$ cat config.mk
export PLATFORM = sky130hd
export DESIGN_NAME = par_div_cell
export DESIGN_NICKNAME = d
export VERILOG_FILES = /design/src/rtl/par_pkg.sv /design/src/rtl/par_div_cell.sv
export SDC_FILE = /design/constraint.sdc
export NUM_CORES = 1
export LEC_CHECK = 0
export BUFFER_PORTS_ARGS = -buffer_cell sky130_fd_sc_hd__buf_2
export CORE_MARGIN = 3
export CORE_UTILIZATION = 30
export DETAILED_ROUTE_END_ITERATION = 7
export PLACE_DENSITY = 0.51
export REMOVE_ABC_BUFFERS = 1
export SYNTH_ARGS = -nofsm -noshare
export SYNTH_HDL_FRONTEND = slang
export SYNTH_SLANG_ARGS = --single-unit
$ cat constraint.sdc
create_clock -name clk -period 6.22 [get_ports clk]
set_input_delay 0 -clock clk [delete_from_list [all_inputs] [get_ports clk]]
set_output_delay 0 -clock clk [all_outputs]
set_load 0.02 [all_outputs]
$ cat src/rtl/par_pkg.sv
// Shared types and constants of the point rotator.
// Holds the angle conversion constants, the CORDIC arctangent table and the
// structs that travel along the pipeline. Depends on nothing.
package par_pkg;

	localparam int COORD_W     = 32;
	localparam int GUARD_BITS  = 8;
	localparam int GAIN_BITS   = 20;
	localparam int CORDIC_W    = 46;
	localparam int ANGLE_W     = 34;
	localparam int TURN_DIGITS = 4;

	// Angle conversion: high part of the degree value reduced modulo 360.
	localparam int HU_W       = 25;
	localparam int HU_SHIFT   = 26;
	localparam int HPROD_W    = 43;
	localparam logic [HU_W-1:0] HU_OFFSET = 25'd8388720;
	localparam logic [17:0]     HU_RECIP  = 18'd186413;

	// One radix-256 digit of the turn quotient.
	localparam int DIG_W      = 8;
	localparam int REM_W      = 9;
	localparam int MOD_W      = 10;
	localparam int DIG_V_W    = 17;
	localparam int DIG_PROD_W = 32;
	localparam int DIG_SHIFT  = 24;
	localparam logic [15:0]      DIG_RECIP = 16'd46603;
	localparam logic [MOD_W-1:0] DEG_MOD   = 10'd360;
	localparam logic [COORD_W-1:0] LOW_BIAS = 32'd180;

	localparam logic signed [ANGLE_W-1:0] QUARTER_TURN = 34'sd1073741824;
	localparam logic signed [ANGLE_W-1:0] HALF_TURN    = 34'sd2147483648;

	localparam logic [GAIN_BITS-1:0] GAIN_K = 20'd636751;

	localparam logic [31:0] ATAN_TURN [32] = '{
		32'd536870912, 32'd316933406, 32'd167458907, 32'd85004756,
		32'd42667331,  32'd21354465,  32'd10679838,  32'd5340245,
		32'd2670163,   32'd1335087,   32'd667544,    32'd333772,
		32'd166886,    32'd83443,     32'd41722,     32'd20861,
		32'd10430,     32'd5215,      32'd2608,      32'd1304,
		32'd652,       32'd326,       32'd163,       32'd81,
		32'd41,        32'd20,        32'd10,        32'd5,
		32'd3,         32'd1,         32'd1,         32'd0
	};

	typedef enum logic [1:0] {
		AXIS_X = 2'd0,
		AXIS_Y = 2'd1,
		AXIS_Z = 2'd2
	} axis_t;

	// Data that rides along with an item: axis, original point and the
	// centre coordinates of the rotation plane.
	typedef struct packed {
		axis_t                      axis;
		logic signed [COORD_W-1:0] pt_x;
		logic signed [COORD_W-1:0] pt_y;
		logic signed [COORD_W-1:0] pt_z;
		logic signed [COORD_W-1:0] cen_c;
		logic signed [COORD_W-1:0] cen_s;
	} side_t;

	typedef struct packed {
		logic signed [COORD_W-1:0] new_x;
		logic signed [COORD_W-1:0] new_y;
		logic signed [COORD_W-1:0] new_z;
		logic                      saturated;
	} result_t;

endpackage

$ cat src/rtl/par_div_cell.sv
// One digit step of the degree-to-turn conversion: divides the running
// remainder and the next byte by 360 in two stages.
// Depends on par_pkg.
module par_div_cell
	import par_pkg::*;
(
	input  logic               clk,
	input  logic               arst_n,
	input  logic               en,
	input  logic               in_valid,
	input  side_t              in_side,
	input  logic [REM_W-1:0]   in_rem,
	input  logic [COORD_W-1:0] in_low,
	input  logic [COORD_W-1:0] in_quo,
	output logic               out_valid,
	output side_t              out_side,
	output logic [REM_W-1:0]   out_rem,
	output logic [COORD_W-1:0] out_low,
	output logic [COORD_W-1:0] out_quo
);

	logic [DIG_V_W-1:0]    dividend;
	logic [DIG_PROD_W-1:0] prod;

	logic                  valid_s1;
	side_t                 side_s1;
	logic [DIG_PROD_W-1:0] prod_s1;
	logic [MOD_W-1:0]      v_lo_s1;
	logic [COORD_W-1:0]    low_s1;
	logic [COORD_W-1:0]    quo_s1;

	logic [DIG_W-1:0] q_est;
	logic [MOD_W-1:0] q_times;
	logic [MOD_W-1:0] r_est;
	logic [DIG_W-1:0] q_fix;
	logic [MOD_W-1:0] r_fix;

	logic                  valid_s2;
	side_t                 side_s2;
	logic [REM_W-1:0]      rem_s2;
	logic [COORD_W-1:0]    low_s2;
	logic [COORD_W-1:0]    quo_s2;

	assign dividend = {in_rem, in_low[COORD_W-1 -: DIG_W]};
	assign prod     = DIG_PROD_W'(dividend) * DIG_PROD_W'(DIG_RECIP);

	// The reciprocal estimate is low by at most one, so one correction suffices.
	// The remainder is below 720 and is worked out modulo 1024.
	assign q_est   = prod_s1[DIG_SHIFT +: DIG_W];
	assign q_times = MOD_W'({2'b00, q_est} * DEG_MOD);
	assign r_est   = v_lo_s1 - q_times;

	always_comb begin
		if (r_est >= DEG_MOD) begin
			q_fix = q_est + DIG_W'(1);
			r_fix = r_est - DEG_MOD;
		end else begin
			q_fix = q_est;
			r_fix = r_est;
		end
	end

	always_ff @(posedge clk or negedge arst_n) begin
		if (!arst_n) begin
			valid_s1 <= 1'b0;
			valid_s2 <= 1'b0;
		end else if (en) begin
			valid_s1 <= in_valid;
			valid_s2 <= valid_s1;
		end
	end

	always_ff @(posedge clk) begin
		if (en) begin
			side_s1 <= in_side;
			prod_s1 <= prod;
			v_lo_s1 <= dividend[MOD_W-1:0];
			low_s1  <= in_low << DIG_W;
			quo_s1  <= in_quo;
			side_s2 <= side_s1;
			rem_s2  <= r_fix[REM_W-1:0];
			low_s2  <= low_s1;
			quo_s2  <= {quo_s1[COORD_W-DIG_W-1:0], q_fix};
		end
	end

	assign out_valid = valid_s2;
	assign out_side  = side_s2;
	assign out_rem   = rem_s2;
	assign out_low   = low_s2;
	assign out_quo   = quo_s2;

endmodule

==> flow_summary.yaml <==
outcome:
  status: "finished, final reports clean"
logic_synthesis:
  synth.avg_cell_area_um2: 18.5
  netlist.area_leader.share: 0.730
  synth-warning-count: 0
  synth_area_leader_cell: "edfxtp_1"
  netlist_instances: 1010
  ys_ff_latch: 457
  synth_area_leaders: "edfxtp_1 (73%), ha_1 (8.7%), fa_1 (8.3%)"
  ys_seq_area_frac: 0.733
  synth.distinct_cells: 45
  syn-cell-area_um2: 18700
  synth_edf_count: 455
  async_flop_share: 0.00438
  ys.flop_type: "edfxtp_1"
clocking:
  ctsResizeCount: 0
  cts_buffer_depth: 3
  clk_pin_slew_ps: 60
  cts_tree: "yes"
  clk_latency_ps: 570
  clkSinkCount: 457
  htreeDepth: 2
  root_buffer: "clkbuf_16"
  cts_made_buffers: 48
placed_design:
  port_buffers: 458
  post-place-ws_ps: 794
  place_congestion: 0.803
  dp_hpwl_mm: 35.8
hold_path:
  hold_path.class: "in2reg"
final_layout:
  fin_nets: 2190
  layout_commonest_cell: "buf_2"
  syn_to_final_growth_pct: 38.2
  drive_gt1_frac: 0.303
  fill_cells: 5630
  regArea_um2: 13700
  finalCoreUtilization: 0.424
  multi_input_area_um2: 4270
  layout_common_cells: "buf_2 (457), edfxtp_1 (455), dlygate4sd3_1 (223), inv_1 (185), ha_1 (130)"
detailed_routing:
  drt_iter0_markers: 598
  routed_wl_mm: 47.1
  avgRoutedWirePerCell_um: 18.0
  dr.pass1.iters: 4
  vias: 10700
  drc_errors: 0
  post_drt_via_cell_ratio: 4.09
  ant_nets: 0
global_route:
  grt_max_degree: 145
  antenna_found_initial: 8
  track_usage: 0.141
  overflow: 0
  grt_first_pass_wirelength_mm: 70.4
  grt_pass1_vias: 11300
die:
  die_w_um: 256
  dieArea_um2: 65400
  ios: 475
  dieHeight_um: 256
  rows: 90
  core_area_um2: 61000
  initial_utilization: 0.307
setup_path:
  r2r_end: "out_rem[5]"
  start_kind: "primary input"
  path_class: "in2reg"
  cp-end-kind: "flip-flop"
  crit_path_start: "in_rem[1]"
  max_stage_delay_ps: 550
  endpoint: "prod_s1[27]"
  reg2reg_from: "prod_s1[26]"
  path_cells: "dlygate4sd3_1 -> buf_2 -> ha_1 -> fa_1 -> inv_1 -> fa_1 -> fa_1 -> inv_1 -> fa_1 -> inv_1 -> fa_1 -> inv_1 -> ha_1 -> nand4_1 -> or4_1 -> a221oi_1 -> o21a_1 -> nor2_1 -> xnor2_1"
  ff2ff_path_depth: 15
  worstPathRequired_ps: 6520
  r2r_slack_ps: 1840
  arrival_ps: 5670
  path_common_cell: "fa_1"
  crit_slowest_cell: "fa_1"
  cp_max_fo: 4
timing:
  slew_headroom: 0.287
  rsz0062_at_grt: "false"
  clock.fmax_mhz: 186
  setup_slack_ps: 848
  fin_crit_sh: 0.864
  worst_pin_slew_ps: 1070
  fin_tns_setup_ps: 0
  finClkSkew_ps: 28.3
  drv_slew: 0
  fin_crit_ps: 5370
  finalSetupViolations: 0
  hold_viol: 0
power:
  total_power_mw: 11.9
  powerDensity_nw_per_um2: 458
  ir_drop_mv: 0.934
  p_leak_nw: 11.0
run:
  cap_violations: 0
==> synthesized netlist by cell type (2+ instances only) <==
cell type  number
nor2_1          6
dfrtp_1         2
nor2b_1         2
nand4_1         7
xor2_1          8
a21oi_1        16
ha_1          130
fa_1           78
a31oi_1         2
a221oi_1        2
a211oi_1        8
nor3_1          3
nand2b_1        3
o21ai_0        14
buf_4           8
a21o_1          9
nand2_1        11
inv_1         185
and3_1          3
o41ai_1         2
edfxtp_1      455
xnor2_1        24
nand3_1         8
mux2_2          2
o21a_1          2
==> layout make-up <==
type                            count  share of cell area
Clock inverter                     31              0.0118
Inverter                          185              0.0268
Antenna cell                        5            0.000484
Multi-Input combinational cell    366               0.165
Clock buffer                       58              0.0487
Timing Repair Buffer              685               0.177
Sequential cell                   457               0.530
Tap cell                          828              0.0401
==> kinds of logic (layout without fill, tap and decap cells) <==
logic type / after synthesis / in the layout / share of synthesized area
flops: 457 / 457 / 0.733
fa+ha+maj: 208 / 208 / 0.170
buf+inv: 194 / 959 / 0.0409
compound gates: 64 / 64 / 0.0234
simple gates: 49 / 49 / 0.0138
xor+xnor: 34 / 34 / 0.0170
mux: 3 / 3 / 0.00174
other cells: 1 / 13 / 0.000200
==> routing by layer <==
layer / GRT usage / routed length (µm) / vias to the layer above
met5: 0 / 34 / -
met4: 0.0451 / 1280 / 6
met3: 0.0413 / 3270 / 72
met2: 0.246 / 23500 / 321
met1: 0.169 / 19000 / 5213
li1: - / - / 5078
==> registers in the layout, summed over array words and instances (netlist names) <==
| signal | count |
|---|---|
| out_rem | 9 |
| prod_s1 | 9 |
| side_s1 | 162 |
| valid_s1 | 1 |
| out_side | 162 |
| out_low | 24 |
| out_quo | 32 |
| low_s1 | 24 |
| out_valid | 1 |
| quo_s1 | 24 |
| v_lo_s1 | 9 |
==> through the flow <==
step,instance area (µm²),cells,hold WS [ps]
2_1_floorplan,18700,1008,-296
3_3_place_gp,22100,2298,-213
3_5_place_dp,22100,2298,-207
4_1_cts,25900,2610,90.6
5_1_grt,25900,2613,112
6_report,25900,2615,118
==> repair_timing <==
action | 4_1_cts | 5_1_grt
hold buffers | 223 | 0
endpoints found under the hold margin | 223 | 0
setup endpoints to repair | 0 | 0
buffers inserted | 0 | 0
==> where the power goes <==
part | switching [mW] | total, mW | internal, mW
Sequential | 0.113 | 4.09 | 3.97
Clock | 1.18 | 2.80 | 1.63
Combinational | 2.82 | 4.96 | 2.14
Total | 4.11 | 11.9 | 7.74
==> worst min path at each step <==
| stage | end | slack, ps | depth (start not counted) | start |
|---|---|---|---|---|
| global placement | out_valid | -210 | 1 | arst_n |
| CTS | side_s1[117] | 90 | 2 | in_side[117] |
| floorplan | out_valid | -300 | 0 | arst_n |
| global route | side_s1[114] | 110 | 2 | in_side[114] |
| finish | out_side[145] | 120 | 1 | en |
| detailed placement | out_valid | -210 | 1 | arst_n |
==> critical path: cells and delay by family <==
family | cells | cell delay, ps
xor+xnor | 1 | 110
compound gates | 2 | 630
fa+ha+maj | 7 | 3350
buf+inv | 6 | 890
simple gates | 3 | 660
Power figures use the tool's default switching activity.
