--- src/rtl/par_pkg.sv ---
// Shared types and constants of the point rotator.
// Holds the angle conversion constants, the CORDIC arctangent table and the
// structs that travel along the pipeline. Depends on nothing.
package par_pkg;

	localparam int COORD_W     = 32;
	localparam int GUARD_BITS  = 8;
	localparam int GAIN_BITS   = 20;
	localparam int CORDIC_W    = 46;
	localparam int ANGLE_W     = 34;
	localparam int TURN_DIGITS = 4;

	// Angle conversion: high part of the degree value reduced modulo 360.
	localparam int HU_W       = 25;
	localparam int HU_SHIFT   = 26;
	localparam int HPROD_W    = 43;
	localparam logic [HU_W-1:0] HU_OFFSET = 25'd8388720;
	localparam logic [17:0]     HU_RECIP  = 18'd186413;

	// One radix-256 digit of the turn quotient.
	localparam int DIG_W      = 8;
	localparam int REM_W      = 9;
	localparam int MOD_W      = 10;
	localparam int DIG_V_W    = 17;
	localparam int DIG_PROD_W = 32;
	localparam int DIG_SHIFT  = 24;
	localparam logic [15:0]      DIG_RECIP = 16'd46603;
	localparam logic [MOD_W-1:0] DEG_MOD   = 10'd360;
	localparam logic [COORD_W-1:0] LOW_BIAS = 32'd180;

	localparam logic signed [ANGLE_W-1:0] QUARTER_TURN = 34'sd1073741824;
	localparam logic signed [ANGLE_W-1:0] HALF_TURN    = 34'sd2147483648;

	localparam logic [GAIN_BITS-1:0] GAIN_K = 20'd636751;

	localparam logic [31:0] ATAN_TURN [32] = '{
		32'd536870912, 32'd316933406, 32'd167458907, 32'd85004756,
		32'd42667331,  32'd21354465,  32'd10679838,  32'd5340245,
		32'd2670163,   32'd1335087,   32'd667544,    32'd333772,
		32'd166886,    32'd83443,     32'd41722,     32'd20861,
		32'd10430,     32'd5215,      32'd2608,      32'd1304,
		32'd652,       32'd326,       32'd163,       32'd81,
		32'd41,        32'd20,        32'd10,        32'd5,
		32'd3,         32'd1,         32'd1,         32'd0
	};

	typedef enum logic [1:0] {
		AXIS_X = 2'd0,
		AXIS_Y = 2'd1,
		AXIS_Z = 2'd2
	} axis_t;

	// Data that rides along with an item: axis, original point and the
	// centre coordinates of the rotation plane.
	typedef struct packed {
		axis_t                      axis;
		logic signed [COORD_W-1:0] pt_x;
		logic signed [COORD_W-1:0] pt_y;
		logic signed [COORD_W-1:0] pt_z;
		logic signed [COORD_W-1:0] cen_c;
		logic signed [COORD_W-1:0] cen_s;
	} side_t;

	typedef struct packed {
		logic signed [COORD_W-1:0] new_x;
		logic signed [COORD_W-1:0] new_y;
		logic signed [COORD_W-1:0] new_z;
		logic                      saturated;
	} result_t;

endpackage

--- src/rtl/par_cordic_cell.sv ---
// One CORDIC micro-rotation in rotation mode, registered.
// Depends on par_pkg for widths and the arctangent table.
module par_cordic_cell
	import par_pkg::*;
#(
	parameter int STAGE = 0
) (
	input  logic                       clk,
	input  logic                       arst_n,
	input  logic                       en,
	input  logic                       in_valid,
	input  side_t                      in_side,
	input  logic signed [CORDIC_W-1:0] in_x,
	input  logic signed [CORDIC_W-1:0] in_y,
	input  logic signed [ANGLE_W-1:0]  in_z,
	output logic                       out_valid,
	output side_t                      out_side,
	output logic signed [CORDIC_W-1:0] out_x,
	output logic signed [CORDIC_W-1:0] out_y,
	output logic signed [ANGLE_W-1:0]  out_z
);

	localparam logic signed [ANGLE_W-1:0] ATAN_STEP = {2'b00, ATAN_TURN[STAGE]};

	logic signed [CORDIC_W-1:0] x_shr;
	logic signed [CORDIC_W-1:0] y_shr;
	logic signed [CORDIC_W-1:0] x_nxt;
	logic signed [CORDIC_W-1:0] y_nxt;
	logic signed [ANGLE_W-1:0]  z_nxt;

	logic                       valid_q;
	side_t                      side_q;
	logic signed [CORDIC_W-1:0] x_q;
	logic signed [CORDIC_W-1:0] y_q;
	logic signed [ANGLE_W-1:0]  z_q;

	assign x_shr = in_x >>> STAGE;
	assign y_shr = in_y >>> STAGE;

	always_comb begin
		if (!in_z[ANGLE_W-1]) begin
			x_nxt = in_x - y_shr;
			y_nxt = in_y + x_shr;
			z_nxt = in_z - ATAN_STEP;
		end else begin
			x_nxt = in_x + y_shr;
			y_nxt = in_y - x_shr;
			z_nxt = in_z + ATAN_STEP;
		end
	end

	always_ff @(posedge clk or negedge arst_n) begin
		if (!arst_n) begin
			valid_q <= 1'b0;
		end else if (en) begin
			valid_q <= in_valid;
		end
	end

	always_ff @(posedge clk) begin
		if (en) begin
			side_q <= in_side;
			x_q    <= x_nxt;
			y_q    <= y_nxt;
			z_q    <= z_nxt;
		end
	end

	assign out_valid = valid_q;
	assign out_side  = side_q;
	assign out_x     = x_q;
	assign out_y     = y_q;
	assign out_z     = z_q;

endmodule

--- config.mk ---
export PLATFORM = sky130hd
export DESIGN_NAME = par_cordic_cell
export DESIGN_NICKNAME = d
export VERILOG_FILES = /design/src/rtl/par_pkg.sv /design/src/rtl/par_cordic_cell.sv
export SDC_FILE = /design/constraint.sdc
export NUM_CORES = 1
export LEC_CHECK = 0
export BUFFER_PORTS_ARGS = -buffer_cell sky130_fd_sc_hd__buf_2
export CAP_MARGIN = 25
export CORE_AREA = 2 2 223 225
export DETAILED_ROUTE_END_ITERATION = 6
export DIE_AREA = 0 0 225 227
export GPL_ROUTABILITY_DRIVEN = 0
export SLEW_MARGIN = 30
export SYNTH_ARGS = -nofsm -noshare
export SYNTH_HDL_FRONTEND = slang
export SYNTH_SLANG_ARGS = --single-unit
--- constraint.sdc ---
create_clock -name clk -period 1.63 [get_ports clk]
set_clock_uncertainty 0.05 [all_clocks]
set_input_delay 0.163 -clock clk [delete_from_list [all_inputs] [get_ports clk]]
set_output_delay 0.163 -clock clk [all_outputs]
set_load 0.005 [all_outputs]
==> impl_metrics.py <==
metrics = {
    "run_status": {
        "outcome": "finished with violations",
        "violations": "setup timing",
    },
    "setup_path": {
        "reg2reg_depth": 2,
        "arrival_ps": 2950,
        "crit_required_ps": 1890,
        "critPathSlowestCell": "a221o_1",
        "r2r_start": "out_valid$_DFFE_PN0P_",
        "max_stage_delay_ps": 410,
        "setup.worst_path.end_class": "flip-flop",
        "critical_path.cell_chain": "buf_12, inv_12, ha_4, nor2b_4, o31a_1, o211ai_1, buf_4, nand3b_1, a211o_1, a221o_1, buf_6, a21oi_4, o21ai_1, mux2i_1, xnor2_1",
        "crit_fanout": 3,
        "path_class": "in -> reg",
        "reg2reg_slack_ps": 270,
        "crit_path_start_kind": "input pin",
        "reg2reg_to": "out_valid$_DFFE_PN0P_",
    },
    "floorplan": {
        "io_pins": 581,
        "core-area_sq_um": 48500,
        "fp.dieW_um": 225,
        "initial_utilization": 0.354,
        "die_h_um": 227,
        "fp-row-count": 81,
        "dieArea_sq_um": 51100,
    },
    "sta": {
        "fin_crit_ps": 2690,
        "slew_violations": 0,
        "worst_pin_slew_ps": 884,
        "fmax_mhz": 372,
        "setup_violations": 76,
        "timing.hold.ws_ps": 33.3,
        "rsz0062_at_grt": "true",
        "slew_headroom": 0.403,
        "period_share": 1.65,
        "hold_violations": 0,
        "finalWorstSetupSlack_ps": -1060,
    },
    "power_and_ir_drop": {
        "power.density_nw_per_um2": 874,
        "power.share.combinational": 0.332,
        "switchingPower_mw": 8.54,
        "vdd_drop_max_uv": 821,
        "clkPwrFrac": 0.312,
        "leakagePower_nw": 13.8,
        "swShare": 0.317,
        "p_int_mw": 18.4,
        "pwr-share-seq": 0.356,
    },
    "layout": {
        "seqCellArea_sq_um": 8640,
        "multi_input_area_sq_um": 9710,
        "n_fill_cell": 3778,
        "area_delta_synth_final_pct": 78.9,
        "layout.nets": 3369,
        "drive_above_1_share": 0.519,
        "fin_util": 0.634,
    },
    "worst_hold_path": {
        "worstHoldPathCells": 2,
        "worst_hold_path.endpoint": "out_z[30]$_DFFE_PP_",
        "worstHoldStart": "in_z[30]",
        "hold_class": "in -> reg",
    },
    "global_routing": {
        "antenna_found_initial": 19,
        "overflow": 0,
        "grt_pass1_vias": 18900,
        "grt_pass1_wl_mm": 121,
        "grtUsageTotal": 0.320,
        "grt_max_degree": 66,
    },
    "drt": {
        "drc": 0,
        "drtPass1Iterations": 6,
        "vias_per_cell": 5.26,
        "vias": 18800,
        "ant_nets": 0,
        "wl_per_cell_um": 24.0,
        "drt_iter0_drc": 1638,
        "drt-total-wl_mm": 86.0,
    },
    "logic_synthesis": {
        "yosysSeqAreaShare": 0.502,
        "yosysUniqueCellTypes": 75,
        "synthFlopType": "edfxtp_1",
        "yosys_register_bits": 288,
        "syn_nets": 2037,
        "syn_area_sq_um": 17200,
        "synthCells": 1588,
        "syn_area_per_cell_sq_um": 10.8,
        "synth_edf_count": 287,
        "yosysWarnings": 0,
        "async_flop_share": 0.00347,
    },
    "clock_tree": {
        "cts_tree": "yes",
        "path_clk_slew_ps": 70,
        "clk_latency_ps": 550,
        "cts_inserted_buffers": 37,
        "clock_sinks": 288,
        "root_buffer": "clkbuf_16",
        "htreeDepth": 2,
        "cts.path.max_buffers": 3,
    },
    "place": {
        "hpwl_mm": 66.4,
        "numPortBuffers": 580,
    },
    "run": {
        "maxCapViolCount": 0,
    },
}
-- cells in the mapped netlist, drive strengths merged (4+ instances only) --
library cell  number  share of area
edfxtp           287           0.50
nand3b             4         0.0017
nor4              22         0.0080
or4                7         0.0031
o41ai              4         0.0025
xor2               6         0.0031
inv              148          0.032
ha               153           0.11
o21ai             90          0.026
nand4             17         0.0062
o31ai             25          0.011
or3                6         0.0022
buf               22         0.0060
or2               10         0.0036
mux2i             25          0.015
a21oi            181          0.053
nor2b             15         0.0055
nand2b             9         0.0033
fa                 4         0.0047
xnor2             84          0.043
o21bai            38          0.017
a221oi             6         0.0031
and3               9         0.0033
o211ai            15         0.0065
a21o              37          0.016
a211oi            16         0.0073
nand2             63          0.014
o21a              17         0.0074
nor2              97          0.021
clkinv             7         0.0015
clkbuf            42         0.0092
a31oi             13         0.0047
and2               4         0.0015
o31a               6         0.0031
o22ai              8         0.0029
nand3             12         0.0035
nor3              30         0.0087
a22oi              6         0.0026
-- cells in the final DEF (no fill, tap or decap), types with 16 or more instances in the layout --
master and count:
inv_1 119, a21o_1 37, ha_1 117, nor2_1 83, edfxtp_1 287, buf_6 49, xnor2_1 62, o21ai_1 17
clkbuf_16 38, buf_2 557, nand2_1 56, a21oi_2 36, o21a_1 16, dlygate4sd3_1 198, xnor2_2 22, buf_12 17
nand4_1 17, nor3_1 26, o21ai_0 43, buf_4 529, o21ai_2 22, a21oi_1 135, ha_4 30, o21bai_1 31
-- how the worst max path moves through the flow --
stage | startpoint | to | depth (start not counted)
finish | in_x[1] | out_y[31]$_DFFE_PP_ | 15
floorplan | in_x[14] | out_y[45]$_DFFE_PP_ | 14
detailed placement | in_x[1] | out_y[31]$_DFFE_PP_ | 15
global route | in_x[1] | out_y[31]$_DFFE_PP_ | 15
global placement | in_x[1] | out_y[31]$_DFFE_PP_ | 15
CTS | in_x[1] | out_y[43]$_DFFE_PP_ | 15
-- state kept, by name (all words and copies together) (netlist names) --
signal     flops
out_y         45
out_z         34
out_side     162
out_valid      1
out_x         46
-- metrics by stage --
stage	area [sq um]	setup TNS, ps	std cells	setup slack [ps]	total power [mW]
after CTS	29900	-43680	3546	-921	26.4
after global routing	30800	-52130	3575	-1060	27.8
after global placement	25300	-103050	3248	-1630	16.8
after detailed placement	25300	-105620	3248	-1770	16.8
after floorplan	17900	-51570	1588	-1210	12.5
final	30800	-47720	3579	-1060	26.9
-- cell type report --
type,instances,area share
Tap cell,622,0.0253
Inverter,155,0.0217
Antenna cell,9,0.000731
Clock inverter,28,0.00882
Multi-Input combinational cell,1081,0.315
Timing Repair Buffer,1357,0.316
Clock buffer,39,0.0310
Sequential cell,288,0.281
-- power groups by stage --
stage	logic (mW)	registers (mW)	clock network [mW]
floorplan	2.87	9.64	0
global placement	7.08	9.69	0
detailed placement	7.12	9.68	0
CTS	8.32	9.56	8.51
global route	9.44	9.61	8.78
finish	8.95	9.57	8.41
-- routing by layer --
metal	vias to the layer above	track usage	routed length, um
met3	247	0.0696	6820
met5	-	0	101
met4	16	0.173	5240
met2	981	0.539	40900
met1	9095	0.384	33000
li1	8501	-	-
-- kinds of logic (layout without fill, tap and decap cells) --
kind of cell | Yosys count | in the layout | synth area share
adder cells (fa/ha/maj) | 157 | 157 | 0.116
multiplexers | 27 | 27 | 0.0158
AND/OR/NAND/NOR | 312 | 312 | 0.0899
flip-flops | 288 | 288 | 0.502
XOR/XNOR | 90 | 90 | 0.0458
AO/OA/AOI/OAI | 495 | 495 | 0.181
buffers and inverters | 219 | 1579 | 0.0490
other | 0 | 9 | 0
-- timing repair --
item | CTS | global route
resized for setup | 243 | 153
setup buffers | 38 | 32
pin swaps | 111 | 94
hold buffers | 198 | 0
setup endpoints to repair | 77 | 79
endpoints found under the hold margin | 208 | 0
-- worst max-delay path: cells and delay by family --
kind | cells | cell delay, ps
mux | 1 | 220
fa+ha+maj | 1 | 190
buf+inv | 4 | 510
compound gates | 6 | 1480
simple gates | 2 | 250
xor+xnor | 1 | 130
(Power assumes the default switching activity.)
