**src/rtl/par_pkg.sv**
```systemverilog
// Shared types and constants of the point rotator.
// Holds the angle conversion constants, the CORDIC arctangent table and the
// structs that travel along the pipeline. Depends on nothing.
package par_pkg;

	localparam int COORD_W     = 32;
	localparam int GUARD_BITS  = 8;
	localparam int GAIN_BITS   = 20;
	localparam int CORDIC_W    = 46;
	localparam int ANGLE_W     = 34;
	localparam int TURN_DIGITS = 4;

	// Angle conversion: high part of the degree value reduced modulo 360.
	localparam int HU_W       = 25;
	localparam int HU_SHIFT   = 26;
	localparam int HPROD_W    = 43;
	localparam logic [HU_W-1:0] HU_OFFSET = 25'd8388720;
	localparam logic [17:0]     HU_RECIP  = 18'd186413;

	// One radix-256 digit of the turn quotient.
	localparam int DIG_W      = 8;
	localparam int REM_W      = 9;
	localparam int MOD_W      = 10;
	localparam int DIG_V_W    = 17;
	localparam int DIG_PROD_W = 32;
	localparam int DIG_SHIFT  = 24;
	localparam logic [15:0]      DIG_RECIP = 16'd46603;
	localparam logic [MOD_W-1:0] DEG_MOD   = 10'd360;
	localparam logic [COORD_W-1:0] LOW_BIAS = 32'd180;

	localparam logic signed [ANGLE_W-1:0] QUARTER_TURN = 34'sd1073741824;
	localparam logic signed [ANGLE_W-1:0] HALF_TURN    = 34'sd2147483648;

	localparam logic [GAIN_BITS-1:0] GAIN_K = 20'd636751;

	localparam logic [31:0] ATAN_TURN [32] = '{
		32'd536870912, 32'd316933406, 32'd167458907, 32'd85004756,
		32'd42667331,  32'd21354465,  32'd10679838,  32'd5340245,
		32'd2670163,   32'd1335087,   32'd667544,    32'd333772,
		32'd166886,    32'd83443,     32'd41722,     32'd20861,
		32'd10430,     32'd5215,      32'd2608,      32'd1304,
		32'd652,       32'd326,       32'd163,       32'd81,
		32'd41,        32'd20,        32'd10,        32'd5,
		32'd3,         32'd1,         32'd1,         32'd0
	};

	typedef enum logic [1:0] {
		AXIS_X = 2'd0,
		AXIS_Y = 2'd1,
		AXIS_Z = 2'd2
	} axis_t;

	// Data that rides along with an item: axis, original point and the
	// centre coordinates of the rotation plane.
	typedef struct packed {
		axis_t                      axis;
		logic signed [COORD_W-1:0] pt_x;
		logic signed [COORD_W-1:0] pt_y;
		logic signed [COORD_W-1:0] pt_z;
		logic signed [COORD_W-1:0] cen_c;
		logic signed [COORD_W-1:0] cen_s;
	} side_t;

	typedef struct packed {
		logic signed [COORD_W-1:0] new_x;
		logic signed [COORD_W-1:0] new_y;
		logic signed [COORD_W-1:0] new_z;
		logic                      saturated;
	} result_t;

endpackage

```
**src/rtl/par_gain.sv**
```systemverilog
// Gain compensation, rounding, centre add-back and saturation of the
// rotated plane components, in three stages. Depends on par_pkg.
module par_gain
	import par_pkg::*;
(
	input  logic                       clk,
	input  logic                       arst_n,
	input  logic                       en,
	input  logic                       in_valid,
	input  side_t                      in_side,
	input  logic signed [CORDIC_W-1:0] in_x,
	input  logic signed [CORDIC_W-1:0] in_y,
	output logic                       out_valid,
	output result_t                    out_res
);

	localparam int PW    = CORDIC_W + GAIN_BITS + 1;
	localparam int SUM_W = 40;
	localparam int SHIFT = GUARD_BITS + GAIN_BITS;
	localparam logic signed [PW-1:0] ROUND_BIAS = PW'(1) << (SHIFT - 1);
	localparam logic signed [GAIN_BITS:0] GAIN_S = {1'b0, GAIN_K};

	function automatic logic ovf(input logic signed [SUM_W-1:0] v);
		logic [SUM_W-COORD_W:0] top;
		top = v[SUM_W-1:COORD_W-1];
		return !((&top) || (~|top));
	endfunction

	function automatic logic signed [COORD_W-1:0] clamp(input logic signed [SUM_W-1:0] v);
		logic signed [COORD_W-1:0] lim;
		lim = v[SUM_W-1] ? {1'b1, {(COORD_W-1){1'b0}}} : {1'b0, {(COORD_W-1){1'b1}}};
		return ovf(v) ? lim : v[COORD_W-1:0];
	endfunction

	logic signed [PW-1:0] prod_c;
	logic signed [PW-1:0] prod_s;
	logic signed [PW-1:0] rnd_c;
	logic signed [PW-1:0] rnd_s;

	logic                 valid_s1;
	side_t                side_s1;
	logic signed [PW-1:0] prod_c_s1;
	logic signed [PW-1:0] prod_s_s1;

	logic                    valid_s2;
	side_t                   side_s2;
	logic signed [SUM_W-1:0] sum_c_s2;
	logic signed [SUM_W-1:0] sum_s_s2;

	logic                      valid_s3;
	result_t                   res_s3;
	result_t                   res_nxt;
	logic signed [COORD_W-1:0] nc;
	logic signed [COORD_W-1:0] ns;
	logic                      any_ovf;

	assign prod_c = PW'(in_x) * PW'(GAIN_S);
	assign prod_s = PW'(in_y) * PW'(GAIN_S);

	// Adding half an LSB before the floor shift rounds half up.
	assign rnd_c = (prod_c_s1 + ROUND_BIAS) >>> SHIFT;
	assign rnd_s = (prod_s_s1 + ROUND_BIAS) >>> SHIFT;

	assign nc      = clamp(sum_c_s2);
	assign ns      = clamp(sum_s_s2);
	assign any_ovf = ovf(sum_c_s2) || ovf(sum_s_s2);

	always_comb begin
		res_nxt.new_x     = side_s2.pt_x;
		res_nxt.new_y     = side_s2.pt_y;
		res_nxt.new_z     = side_s2.pt_z;
		res_nxt.saturated = 1'b0;
		unique case (side_s2.axis)
			AXIS_X: begin
				res_nxt.new_y     = ns;
				res_nxt.new_z     = nc;
				res_nxt.saturated = any_ovf;
			end
			AXIS_Y: begin
				res_nxt.new_x     = ns;
				res_nxt.new_z     = nc;
				res_nxt.saturated = any_ovf;
			end
			AXIS_Z: begin
				res_nxt.new_x     = ns;
				res_nxt.new_y     = nc;
				res_nxt.saturated = any_ovf;
			end
			default: begin
				res_nxt.saturated = 1'b0;
			end
		endcase
	end

	always_ff @(posedge clk or negedge arst_n) begin
		if (!arst_n) begin
			valid_s1 <= 1'b0;
			valid_s2 <= 1'b0;
			valid_s3 <= 1'b0;
		end else if (en) begin
			valid_s1 <= in_valid;
			valid_s2 <= valid_s1;
			valid_s3 <= valid_s2;
		end
	end

	always_ff @(posedge clk) begin
		if (en) begin
			side_s1   <= in_side;
			prod_c_s1 <= prod_c;
			prod_s_s1 <= prod_s;
			side_s2   <= side_s1;
			sum_c_s2  <= SUM_W'(rnd_c) + SUM_W'(side_s1.cen_c);
			sum_s_s2  <= SUM_W'(rnd_s) + SUM_W'(side_s1.cen_s);
			res_s3    <= res_nxt;
		end
	end

	assign out_valid = valid_s3;
	assign out_res   = res_s3;

endmodule

```
**config.mk**
```make
export PLATFORM = sky130hd
export DESIGN_NAME = par_gain
export DESIGN_NICKNAME = d
export VERILOG_FILES = /design/src/rtl/par_pkg.sv /design/src/rtl/par_gain.sv
export SDC_FILE = /design/constraint.sdc
export NUM_CORES = 2
export LEC_CHECK = 0
export BUFFER_PORTS_ARGS = -buffer_cell sky130_fd_sc_hd__buf_2
export CORE_MARGIN = 10
export CORE_UTILIZATION = 55
export DETAILED_ROUTE_END_ITERATION = 16
export PLACE_DENSITY = 0.73
export SLEW_MARGIN = 20
export SYNTH_ARGS = -nofsm -noshare
export SYNTH_HDL_FRONTEND = slang
export SYNTH_SLANG_ARGS = --single-unit
```
**constraint.sdc**
```tcl
create_clock -name clk -period 10.7 [get_ports clk]
set_input_delay 0.535 -clock clk [delete_from_list [all_inputs] [get_ports clk]]
set_output_delay 0.535 -clock clk [all_outputs]
set_load 0.01 [all_outputs]
```
==> out/metrics.yaml <==
logic_synthesis:
  yosys_register_bits: 520
  synth.net_count: 7469
  synthesis.yosys.warnings: 0
  postSynth.asyncResetShare_pct: 0.577
  netlist_area_sq_um: 61200
  synthesis.area_per_instance_sq_um: 11.1
  netlist_instances: 5501
  yosysSeqAreaShare_pct: 25.5
  synth_top_cells_by_area: "fa_1 (31%), edfxtp_1 (25%), ha_1 (15%)"
  synth.largest_area_cell: "fa_1"
  synth_largest_type_area_fraction_pct: 31.1
  synth_top_cells_by_count: "inv_1 (1416), fa_1 (952), ha_1 (758)"
  synth-main-ff-cell: "edfxtp_1"
  yosys.cell_count.top_type: "inv_1"
  synth-edff-count: 517
  post_synth_num_cell_types: 77
layout:
  drive_above_1_share_pct: 8.95
  multiInputGateArea_sq_um: 40100
  ff_latch_area_sq_um: 15600
  area.growth.synth_to_final_pct: 8.98
  fillCellCount: 9048
  final_nets: 7824
detailed_routing:
  antenna_violating_nets_post_route: 0
  drc: 0
  detail_route.wirelength_um: 159000
  first_iter_violations: 2707
  via_per_inst: 5.42
  detailroute.via_count: 40100
  firstDrtPassIters: 5
  routed_wire_length_per_instance_um: 21.5
sta:
  tightest_slew_ns: 1.12
  setup_repair_after_global_routing_missed_its_margin: "no"
  clock.fmax_mhz: 132
  final_hold_viol_count: 0
  finalSetupViolCount: 0
  maxSlewHeadroom_pct: 25.1
  period_share_pct: 71.0
  period_minus_slack_ns: 7.59
  finalClockSkew_ns: 0.0513
  slew_viol_final: 0
  setup-tns-final_ns: 0
clock_tree:
  cts_post_setup_buffers_inserted: 0
  cts_made_buffers: 53
  clock_tree.htree_level_count: 2
  cts_resized: 0
  tritoncts: "done"
  cts.path.max_buffers: 3
  cts_hold_buf: 7
  clk_latency_worst_skew_pair_ns: 0.68
  clock_tree_root: "clkbuf_16"
  clkSlewWorstSetupHoldPaths_ns: 0.06
  cts_sinks: 520
floorplanning:
  std_cell_rows: 122
  design.core.area_sq_um: 111000
  chipWidth_um: 354
  floorplan.die_area_sq_um: 125000
  die_h_um: 354
  initial_util_pct: 55.3
  ioPinCount: 356
setup_path:
  worstSetupStartpointType: "input port"
  ff2ff_path_depth: 17
  critPathRequiredTime_ns: 11.08
  number_of_cells_on_the_critical_path: 24
  worstSetupPathType: "in -> reg"
  slowest_delay_ns: 0.62
  worstPathCellList: "buf_2 > ha_1 > xor2_1 > ha_1 > inv_1 > fa_1 > inv_1 > fa_1 > fa_1 > fa_1 > inv_1 > fa_1 > inv_1 > ha_1 > a211oi_1 > o21ai_0 > a311oi_1 > o21ai_0 > o21ai_1 > a21oi_1 > a31oi_1 > o221ai_1 > nor4_1 > nor3_1"
  path_buf_inv: 5
  maximum_fanout_along_the_worst_path: 11
  end_kind: "register"
  cpMostUsedCell: "fa_1"
  critPathSlowestCell: "o21ai_1"
  critical_path_data_arrival_time_ns: 7.97
  cpLargestDelayFamily: "adder cells"
hold_path:
  worst_hold_path_type: "in -> reg"
  whs_path_depth: 1
grt:
  gr-total-overflow: 0
  grt_pass1_vias: 42800
  globalRouteTotalUtil_pct: 25.7
  grt_max_degree: 179
  grt_pass1_wl_um: 249000
  antenna_found_initial: 13
job:
  drv.max_cap_violation_count: 0
outcome:
  run_status: "finished, final reports clean"
place:
  place.gp.congestion: 0.948
  post-dp-hpwl_um: 135000
  io_buffer_count: 355
## worst paths after layout
check	start	to	slack [ns]
worst max-delay path	in_y[16]	prod_s_s1[64]$_DFFE_PP_	3.11
worst min-delay path	in_side[98]	side_s1[98]$_DFFE_PP_	0.04
worst max register to register	prod_c_s1[29]$_DFFE_PP_	sum_c_s2[38]$_DFFE_PP_	5.64
worst min register to register	side_s1[119]$_DFFE_PP_	side_s2[119]$_DFFE_PP_	0.42
max in group asynchronous	arst_n	valid_s1$_DFFE_PN0P_	10.39
min in group asynchronous	arst_n	valid_s2$_DFFE_PN0P_	0.20
## cell type report
type / instances / area share, %
Clock inverter: 43 / 0.784
Inverter: 1416 / 7.97
Tap cell: 1488 / 2.79
Clock buffer: 57 / 2.01
Sequential cell: 520 / 23.4
Multi-Input combinational cell: 3488 / 60.1
Timing Repair Buffer: 377 / 2.99
Antenna cell: 6 / 0.0225
## stage by stage
| step | instance area [sq um] | util [%] | setup slack, ns | hold slack, ns | instances |
|---|---|---|---|---|---|
| 2_1_floorplan | 61200 | - | 4.02 | 0.239 | 5501 |
| 4_1_cts | 66700 | 60.3 | 3.29 | 0.000208 | 7388 |
| 6_report | 66700 | 60.3 | 3.11 | 0.0423 | 7395 |
| 3_3_place_gp | 64700 | 58.5 | 2.76 | 0.334 | 7281 |
| 5_1_grt | 66700 | 60.3 | 2.86 | 0.0151 | 7393 |
| 3_5_place_dp | 64800 | 58.5 | 2.65 | 0.337 | 7281 |
## sequential cells by signal, indices dropped and copies added (netlist names)
name and cells:
sum_c_s2 40, out_valid 1, valid_s2 1, prod_c_s1 40, out_res 97, prod_s_s1 40
side_s1 162, side_s2 98, valid_s1 1, sum_s_s2 40
## routing by layer
metal  track usage, %  share of wire (%)  wire, um
met5                0              0.043        68
met4             7.35                3.3      5290
met3             3.92                6.4     10200
met2             40.9                 46     73400
met1             36.3                 44     70100
## cells in the final DEF (no fill, tap or decap), types with 138 or more instances in the layout
cell,n
nand2_1,187
buf_2,354
edfxtp_1,517
xnor2_1,223
a21oi_1,288
ha_1,757
fa_1,952
nor2_1,138
inv_1,1416
a21o_1,156
## cells by family after synthesis
kind of cell | Yosys count | synth area share, %
multiplexers | 39 | 0.711
buffers and inverters | 1493 | 9.15
AO/OA/AOI/OAI | 784 | 8.35
adder cells (fa/ha/maj) | 1710 | 46.6
XOR/XNOR | 339 | 4.85
flip-flops | 520 | 25.5
AND/OR/NAND/NOR | 616 | 4.84
Power is not shown: default switching activity piles up to over one toggle a cycle in this logic, so the estimate is an artifact.
